`config.mk`:
```
export PLATFORM = sky130hd
export DESIGN_NAME = market_feed_message_parser
export DESIGN_NICKNAME = d
export VERILOG_FILES = /design/src/hw/rtl/mfp_pkg.sv /design/src/hw/rtl/mfp_frame_parser.sv /design/src/hw/rtl/market_feed_message_parser.sv
export SDC_FILE = /design/constraint.sdc
export NUM_CORES = 2
export LEC_CHECK = 0
export ABC_AREA = 1
export BUFFER_PORTS_ARGS = -buffer_cell sky130_fd_sc_hd__buf_2
export CORE_MARGIN = 8
export CORE_UTILIZATION = 55
export CTS_CLUSTER_DIAMETER = 150
export DETAILED_ROUTE_END_ITERATION = 16
export PLACE_DENSITY = 0.76
export SETUP_SLACK_MARGIN = 0.05
export SYNTH_ARGS = -nofsm -noshare
export SYNTH_HDL_FRONTEND = slang
export SYNTH_SLANG_ARGS = --single-unit
```
`constraint.sdc`:
```
create_clock -name clk -period 29.2 [get_ports clk]
set_input_delay 2.92 -clock clk [delete_from_list [all_inputs] [get_ports clk]]
set_output_delay 2.92 -clock clk [all_outputs]
set_load 0.02 [all_outputs]
```
`src/hw/rtl/mfp_pkg.sv`:
```
// Types, codes and decode helpers for the market feed message parser.
// Standalone package; used by the parser stage, the top level and the checker.
package mfp_pkg;

    localparam int SYMBOL_BYTES = 8;
    localparam int CFG_INDEX_W  = 1;

    localparam logic [CFG_INDEX_W-1:0] CFG_PREFIX_VALUE  = 1'd0;
    localparam logic [CFG_INDEX_W-1:0] CFG_FILTER_LENGTH = 1'd1;

    localparam logic [7:0] TYPE_ADD        = 8'h41; // 'A'
    localparam logic [7:0] TYPE_ADD_PART   = 8'h46; // 'F'
    localparam logic [7:0] TYPE_EXEC       = 8'h45; // 'E'
    localparam logic [7:0] TYPE_EXEC_PRICE = 8'h43; // 'C'
    localparam logic [7:0] TYPE_CANCEL     = 8'h58; // 'X'
    localparam logic [7:0] TYPE_DELETE     = 8'h44; // 'D'
    localparam logic [7:0] TYPE_REPLACE    = 8'h55; // 'U'

    localparam logic [2:0] KIND_ADD        = 3'd0;
    localparam logic [2:0] KIND_ADD_PART   = 3'd1;
    localparam logic [2:0] KIND_EXEC       = 3'd2;
    localparam logic [2:0] KIND_EXEC_PRICE = 3'd3;
    localparam logic [2:0] KIND_CANCEL     = 3'd4;
    localparam logic [2:0] KIND_DELETE     = 3'd5;
    localparam logic [2:0] KIND_REPLACE    = 3'd6;
    localparam logic [2:0] KIND_NONE       = 3'd7;

    typedef struct packed {
        logic [7:0] data_byte;
        logic       last_in_range;
    } feed_item_t;

    typedef struct packed {
        logic [2:0]  msg_kind;
        logic [63:0] timestamp;
        logic [63:0] order_ref;
        logic [7:0]  side_code;
        logic [31:0] share_count;
        logic [31:0] executed_shares;
        logic [63:0] match_id;
        logic [7:0]  printable_flag;
        logic [31:0] price_units;
        logic [63:0] symbol_bytes;
        logic [31:0] parsed_total;
    } msg_item_t;

    typedef struct packed {
        logic [63:0] prefix_value;
        logic [3:0]  filter_length;
    } cfg_t;

    function automatic logic [2:0] kind_of(input logic [7:0] t);
        logic [2:0] k;
        case (t)
            TYPE_ADD:        k = KIND_ADD;
            TYPE_ADD_PART:   k = KIND_ADD_PART;
            TYPE_EXEC:       k = KIND_EXEC;
            TYPE_EXEC_PRICE: k = KIND_EXEC_PRICE;
            TYPE_CANCEL:     k = KIND_CANCEL;
            TYPE_DELETE:     k = KIND_DELETE;
            TYPE_REPLACE:    k = KIND_REPLACE;
            default:         k = KIND_NONE;
        endcase
        return k;
    endfunction

    // Minimum body length of each layout.
    function automatic logic [15:0] layout_min(input logic [2:0] k);
        logic [15:0] m;
        case (k)
            KIND_ADD, KIND_ADD_PART, KIND_EXEC_PRICE: m = 16'd34;
            KIND_EXEC:                                m = 16'd29;
            KIND_CANCEL:                              m = 16'd21;
            KIND_DELETE, KIND_REPLACE:                m = 16'd17;
            default:                                  m = 16'hFFFF;
        endcase
        return m;
    endfunction

endpackage

```
`src/hw/rtl/mfp_frame_parser.sv`:
```
// Framing, field capture and result assembly, one stream byte per cycle while advance is high.
// Depends on mfp_pkg for item types, kind codes and layout decode.
module mfp_frame_parser (
    input  logic               clk,
    input  logic               rst_n,
    input  logic               advance,
    input  mfp_pkg::feed_item_t item,
    input  mfp_pkg::cfg_t       cfg,
    output logic               emit,
    output mfp_pkg::msg_item_t  result
);

    localparam logic [1:0] PH_LEN_HI = 2'd0;
    localparam logic [1:0] PH_LEN_LO = 2'd1;
    localparam logic [1:0] PH_BODY   = 2'd2;

    logic [1:0]  phase_reg,  phase_next;
    logic [15:0] length_reg, length_next;
    logic [15:0] pos_reg,    pos_next;
    logic [2:0]  kind_reg,   kind_next;
    logic [7:0]  side_reg,   side_next;
    logic [63:0] ts_reg,     ts_next;
    logic [63:0] order_reg,  order_next;
    logic [31:0] qty_reg,    qty_next;
    logic [63:0] match_reg,  match_next;
    logic [63:0] sym_reg,    sym_next;
    logic [31:0] price_reg,  price_next;
    logic [31:0] count_reg,  count_next;

    logic [15:0] pos_inc;
    logic [7:0]  b;
    logic        adds;
    logic        execs;
    logic [63:0] sym_cmp;
    logic [31:0] count_inc;

    function automatic logic filter_pass(input logic [63:0] sym, input logic [63:0] filt,
                                         input logic [3:0] len);
        logic [3:0] n;
        logic       ok;
        n  = (len > 4'(mfp_pkg::SYMBOL_BYTES)) ? 4'(mfp_pkg::SYMBOL_BYTES) : len;
        ok = 1'b1;
        for (int i = 0; i < 8; i++)
        begin
            if (4'(i) < n && sym[63-8*i -: 8] != filt[63-8*i -: 8])
            begin
                ok = 1'b0;
            end
        end
        return ok;
    endfunction

    always_comb
    begin
        phase_next  = phase_reg;
        length_next = length_reg;
        pos_next    = pos_reg;
        kind_next   = kind_reg;
        side_next   = side_reg;
        ts_next     = ts_reg;
        order_next  = order_reg;
        qty_next    = qty_reg;
        match_next  = match_reg;
        sym_next    = sym_reg;
        price_next  = price_reg;
        count_next  = count_reg;
        emit        = 1'b0;
        result      = '0;
        b           = item.data_byte;
        pos_inc     = pos_reg + 16'd1;
        count_inc   = count_reg + 32'd1;
        adds        = 1'b0;
        execs       = 1'b0;
        sym_cmp     = '0;

        case (phase_reg)
            PH_LEN_LO:
            begin
                length_next = {length_reg[7:0], b};
                pos_next    = '0;
                phase_next  = ({length_reg[7:0], b} == 16'd0) ? PH_LEN_HI : PH_BODY;
            end
            PH_BODY:
            begin
                if (pos_reg == 16'd0)
                begin
                    kind_next  = mfp_pkg::kind_of(b);
                    side_next  = '0;
                    ts_next    = '0;
                    order_next = '0;
                    qty_next   = '0;
                    match_next = '0;
                    sym_next   = '0;
                    price_next = '0;
                end
                else if (pos_reg inside {[16'd1:16'd8]})
                begin
                    ts_next = {ts_reg[55:0], b};
                end
                else if (pos_reg inside {[16'd9:16'd16]})
                begin
                    order_next = {order_reg[55:0], b};
                end
                else if (kind_reg == mfp_pkg::KIND_ADD || kind_reg == mfp_pkg::KIND_ADD_PART)
                begin
                    if (pos_reg == 16'd17)
                        side_next = b;
                    else if (pos_reg <= 16'd21)
                        qty_next = {qty_reg[23:0], b};
                    else if (pos_reg <= 16'd29)
                        sym_next = {sym_reg[55:0], b};
                    else if (pos_reg <= 16'd33)
                        price_next = {price_reg[23:0], b};
                end
                else if (kind_reg == mfp_pkg::KIND_EXEC || kind_reg == mfp_pkg::KIND_EXEC_PRICE)
                begin
                    if (pos_reg <= 16'd20)
                        qty_next = {qty_reg[23:0], b};
                    else if (pos_reg <= 16'd28)
                        match_next = {match_reg[55:0], b};
                    else if (kind_reg == mfp_pkg::KIND_EXEC_PRICE && pos_reg == 16'd29)
                        side_next = b;
                    else if (kind_reg == mfp_pkg::KIND_EXEC_PRICE && pos_reg <= 16'd33)
                        price_next = {price_reg[23:0], b};
                end
                else if (kind_reg == mfp_pkg::KIND_CANCEL)
                begin
                    if (pos_reg <= 16'd20)
                        qty_next = {qty_reg[23:0], b};
                end

                pos_next = pos_inc;
                if (pos_inc >= length_reg)
                begin
                    phase_next = PH_LEN_HI;
                    if (kind_next != mfp_pkg::KIND_NONE
                        && length_reg >= mfp_pkg::layout_min(kind_next))
                    begin
                        count_next = count_inc;
                        adds  = (kind_next == mfp_pkg::KIND_ADD
                                 || kind_next == mfp_pkg::KIND_ADD_PART);
                        execs = (kind_next == mfp_pkg::KIND_EXEC
                                 || kind_next == mfp_pkg::KIND_EXEC_PRICE);
                        sym_cmp = adds ? sym_next : 64'd0;
                        emit = filter_pass(sym_cmp, cfg.prefix_value, cfg.filter_length);
                        result.msg_kind        = kind_next;
                        result.timestamp       = ts_next;
                        result.order_ref       = order_next;
                        result.side_code       = adds ? side_next : 8'd0;
                        result.share_count     = (adds || kind_next == mfp_pkg::KIND_CANCEL)
                                                 ? qty_next : 32'd0;
                        result.executed_shares = execs ? qty_next : 32'd0;
                        result.match_id        = execs ? match_next : 64'd0;
                        result.printable_flag  = (kind_next == mfp_pkg::KIND_EXEC_PRICE)
                                                 ? side_next : 8'd0;
                        result.price_units     = (adds || kind_next == mfp_pkg::KIND_EXEC_PRICE)
                                                 ? price_next : 32'd0;
                        result.symbol_bytes    = sym_cmp;
                        result.parsed_total    = count_inc;
                    end
                end
            end
            default:
            begin
                length_next = {8'h00, b};
                phase_next  = PH_LEN_LO;
            end
        endcase

        if (item.last_in_range)
        begin
            phase_next  = PH_LEN_HI;
            length_next = '0;
            pos_next    = '0;
            kind_next   = mfp_pkg::KIND_NONE;
            side_next   = '0;
            ts_next     = '0;
            order_next  = '0;
            qty_next    = '0;
            match_next  = '0;
            sym_next    = '0;
            price_next  = '0;
            count_next  = '0;
        end
    end

    always_ff @(posedge clk or negedge rst_n)
    begin
        if (!rst_n)
        begin
            phase_reg  <= PH_LEN_HI;
            length_reg <= '0;
            pos_reg    <= '0;
            kind_reg   <= mfp_pkg::KIND_NONE;
            side_reg   <= '0;
            ts_reg     <= '0;
            order_reg  <= '0;
            qty_reg    <= '0;
            match_reg  <= '0;
            sym_reg    <= '0;
            price_reg  <= '0;
            count_reg  <= '0;
        end
        else if (advance)
        begin
            phase_reg  <= phase_next;
            length_reg <= length_next;
            pos_reg    <= pos_next;
            kind_reg   <= kind_next;
            side_reg   <= side_next;
            ts_reg     <= ts_next;
            order_reg  <= order_next;
            qty_reg    <= qty_next;
            match_reg  <= match_next;
            sym_reg    <= sym_next;
            price_reg  <= price_next;
            count_reg  <= count_next;
        end
    end

endmodule

```
`src/hw/rtl/market_feed_message_parser.sv`:
```
// Top level of the market feed message parser: input register, parser stage,
// result register and configuration registers. Depends on mfp_pkg, mfp_frame_parser.
//
// Usage:
//   feed channel (feed_valid/feed_ready/feed): one stream byte per transaction,
//     with last_in_range marking the final byte of a range.
//   msg channel (msg_valid/msg_ready/msg): one transaction per recognized
//     message that passes the symbol prefix filter, presented on the cycle
//     after its last body byte is parsed.
//   cfg channel (cfg_valid/cfg_ready/cfg_index/cfg_data): always ready;
//     index 0 prefix_value, index 1 filter_length (low 4 bits).
// Result path: the final body byte of a message is parsed from the input
//   register, then the result is loaded into the result register, which
//   drives msg_valid.
// Throughput: one byte per cycle, set by the parser stage, while msg is not stalled.
// Reset: framing waits for a length high byte, count and filter cleared.
// Stall: while msg is held, one byte waits in the input register and
//   feed_ready drops; no data is lost.
module market_feed_message_parser (
    input  logic                                clk,
    input  logic                                rst_n,
    input  logic                                feed_valid,
    output logic                                feed_ready,
    input  mfp_pkg::feed_item_t                 feed,
    output logic                                msg_valid,
    input  logic                                msg_ready,
    output mfp_pkg::msg_item_t                  msg,
    input  logic                                cfg_valid,
    output logic                                cfg_ready,
    input  logic [mfp_pkg::CFG_INDEX_W-1:0]     cfg_index,
    input  logic [63:0]                         cfg_data
);

    logic                s1_valid_reg;
    logic                s1_valid_next;
    mfp_pkg::feed_item_t s1_item_reg;
    logic                res_valid_reg;
    logic                res_valid_next;
    mfp_pkg::msg_item_t  res_reg;
    mfp_pkg::cfg_t       cfg_reg;
    logic                advance;
    logic                emit;
    mfp_pkg::msg_item_t  result;

    assign advance    = s1_valid_reg && (!res_valid_reg || msg_ready);
    assign feed_ready = !s1_valid_reg || advance;
    assign cfg_ready  = 1'b1;
    assign msg_valid  = res_valid_reg;
    assign msg        = res_reg;

    assign s1_valid_next  = (feed_valid && feed_ready) ? 1'b1 : (advance ? 1'b0 : s1_valid_reg);
    assign res_valid_next = advance ? emit : (msg_ready ? 1'b0 : res_valid_reg);

    mfp_frame_parser u_parser (
        .clk     (clk),
        .rst_n   (rst_n),
        .advance (advance),
        .item    (s1_item_reg),
        .cfg     (cfg_reg),
        .emit    (emit),
        .result  (result)
    );

    always_ff @(posedge clk or negedge rst_n)
    begin
        if (!rst_n)
        begin
            s1_valid_reg  <= 1'b0;
            res_valid_reg <= 1'b0;
            cfg_reg       <= '0;
        end
        else
        begin
            s1_valid_reg  <= s1_valid_next;
            res_valid_reg <= res_valid_next;
            if (cfg_valid && cfg_ready)
            begin
                case (cfg_index)
                    mfp_pkg::CFG_PREFIX_VALUE:  cfg_reg.prefix_value  <= cfg_data;
                    mfp_pkg::CFG_FILTER_LENGTH: cfg_reg.filter_length <= cfg_data[3:0];
                    default: ;
                endcase
            end
        end
    end

    always_ff @(posedge clk)
    begin
        if (feed_valid && feed_ready)
        begin
            s1_item_reg <= feed;
        end
        if (advance && emit)
        begin
            res_reg <= result;
        end
    end

endmodule

```
==> impl_results.md <==
* Status: completed
* YS warnings at 0
* Synth Register Bits at 879
* Largest cells by area after synthesis: edfxtp_1, dfrtp_1, nor2_1
* Data required, critical path at 29460 ps
* Cts repair resizes at 0
* Post-cts hold buffer count at 0
* Initial antenna violation count at 4
* Total CTS buffers at ~90
* Max FFs per register at 403
* Setup Viol. Count Final at 0
* Vias/cell at 5.78
* Most frequent cells in the layout: nor2_1, inv_1, buf_2
* Die Span Y at 285 µm
* H-tree levels at 3
* Worst-Margin Slew at 1200 ps
* Worst hold path class: register to register
* Yosys top cell by area: edfxtp_1
* Chip Width at 285 µm
* Placer Congestion at 0.899
* Clk slew on worst S/H paths at 60 ps
* Async set-reset flop share out of synthesis at 53.1%
* Die area at 81000 µm²
* CP endpoint kind: register
* Global-route wire length before repair at ~170 mm
* Post-Syn Nets at 4230
* Worst-path fanout max at 118
* Area Growth Syn to Fin at 14.6%
* WS Path Type: register to register
* Critical Path Most Common Cell: nand2_1
* Root Driver: clkbuf_16
* Core area at about 70000 µm²
* Initial DRC Count at 3600
* Maximum number of pins on one net before global-route repair at 177
* Predominant post-synthesis flop cell: dfrtp_1
* Post-place setup slack at 21920 ps
* Sum of negative setup slack at 0 ps
* Yosys cell types at 50
* Largest stage delay on the critical path at between 900 and 1000 ps
* MaxCap Viol Count at 0
* R2R Setup Slk at 21890 ps
* Pleak at 0.0185 µW
* HPWL Detailed at 72.6 mm
* Syn avg cell area at 9.65 µm²
* Share of total power in sequential cells at 50.4%
* Final Worst Setup Slack at ~22000 ps
* WP buf/inv at 6
* Commonest non-fill, non-tap cell in the layout: nor2_1
* Synth top area share at 31.2%
* Cells after Synth at 4112
* WP data arrival at between 7000 and 8000 ps
* Nets at 4572
* Slew Limit Fails at 0
* Sequential-to-total area share from yosys stat at around 61%
* F_max at ~140 MHz
* Global Route Usage Sum at 26.4%
* Worst Clk Skew at 35.7 ps
* Clock Path Buffers at 3
* Vias in the first global route at 30400
* Post-synth EDFFs at 412
* Slowest CP cell: buf_4
* Slew headroom at about a fifth
* GR Overflow Total at 0
* DRC viols at 0
* Tcrit/Tclk final at 25.0%
* Worst skew pair latency at 660 ps
* I/O pins at 485
* Pint at 2010 µW
* Routed len/inst at 20.3 µm
* Sw frac at 23.2%
* Via count at 31700
* Fin. Hold Viols at 0
* Period minus WS final at 7310 ps
* RSZ-0062 raised after global routing: false
* Starting Density at 55.5%
* Sw Pwr at 604 µW
* PwrDens at 57.4 nW/µm²
* Postcts setup bufs at 0
* Final hold slack at 491 ps
* Routed WL at 111 mm
* Port bufs at 483
* Clock sink total at 879
* Clock Power Share at 44.7%
* Antenna viol nets, final at 0
* Startpoint types: register
* Share of post-route cells with drive strength above 1 at 16.5%
* Largest delay share family, worst path: buffers and inverters
* DR pass1 iterations at 6
* Peak VDD IR at 0.0000464 V
* Power Total at 2610 µW
* Combinational Power Share at 4.9%
* CTS tree: yes
* Rows at ~100
* Cell Area, Synth at 39700 µm²
[worst register-to-register path: stages (launching register included)]
cell	delay, ps
dfrtp_1	410
nor2_1	110
nand2_1	70
nor2_2	420
nand3_2	140
buf_4	350
nor2_2	190
nand2_1	110
nand2_4	120
nand2_4	90
clkinv_2	330
buf_4	840
nand3_1	280
nand2_1	110
nand2_1	50
nor2_1	100
nand2_1	70
nor2_1	170
nand2_1	90
nor2_1	150
nand3_1	90
nand2_1	60
nand2_1	130
inv_8	590
buf_4	860
buf_4	920
[kinds of logic after synthesis]
| group | synth area share, % |
|---|---|
| AO/OA/AOI/OAI | 14.8 |
| XOR/XNOR | 0.706 |
| adder cells (fa/ha/maj) | 1.23 |
| buffers and inverters | 7.99 |
| flip-flops | 60.6 |
| multiplexers | 0.0536 |
| other | 0.00945 |
| AND/OR/NAND/NOR | 14.6 |
[power groups by stage]
stage | combinational [µW] | clock, µW | sequential, µW
finish | 128 | 1170 | 1320
CTS | 127 | 1180 | 1320
floorplan | 80.4 | 0 | 1340
global placement | 126 | 0 | 1340
global route | 143 | 1230 | 1320
detailed placement | 127 | 0 | 1340
[cells in the mapped netlist (30+ instances only)]
cell type and number:
xor2_1 30, nand2_1 379, edfxtp_1 412, a21oi_1 318, nand4_1 148, clkbuf_1 169, inv_1 502, dfrtp_1 464
buf_2 57, o22ai_1 296, o21ai_0 330, ha_1 39, nor2_1 553, nand3_1 179, o211ai_1 55
[worst paths after layout]
path / startpoint / cells after the start / end
max: u_parser.pos_reg[13]$_DFFE_PN0P_ / 25 / msg[267]$_SDFFCE_PN0P_
min: cfg_reg[0]$_DFFE_PN0P_ / 2 / cfg_reg[0]$_DFFE_PN0P_
max reg2reg: u_parser.pos_reg[13]$_DFFE_PN0P_ / 25 / msg[267]$_SDFFCE_PN0P_
min reg2reg: cfg_reg[0]$_DFFE_PN0P_ / 2 / cfg_reg[0]$_DFFE_PN0P_
max in group asynchronous: rst_n / 3 / u_parser.count_reg[23]$_DFFE_PN0P_
min in group asynchronous: rst_n / 1 / u_parser.ts_reg[18]$_DFFE_PN0P_
[per-layer routing]
layer | up-vias | part of all wire, % | global-route usage [%]
met1 | 15300 | 41 | 35.1
met4 | 4 | 3.1 | 8.79
met2 | 1368 | 48 | 42.7
met5 | - | 0.021 | 0
li1 | 14900 | - | -
met3 | 203 | 8.2 | 5.94
[per-stage QoR]
step	utilization, %	std cells	instance area (µm²)
6_report	63.6	5483	45500
4_1_cts	63.6	5481	45500
5_1_grt	63.6	5481	45500
3_3_place_gp	59.4	5311	42500
3_5_place_dp	59.4	5311	42500
2_1_floorplan	-	4112	39700
[layout make-up]
type | instances | area (µm²)
fill | 5743 | 26000
sequential | 879 | 24100
multi-input combinational | 2445 | 12500
timing repair buffer | 518 | 2730
clock buffer | 126 | 2490
inverter | 519 | 1970
tap | 950 | 1190
clock inverter | 44 | 508
antenna | 2 | 5.00
Power figures use the tool's default switching activity.
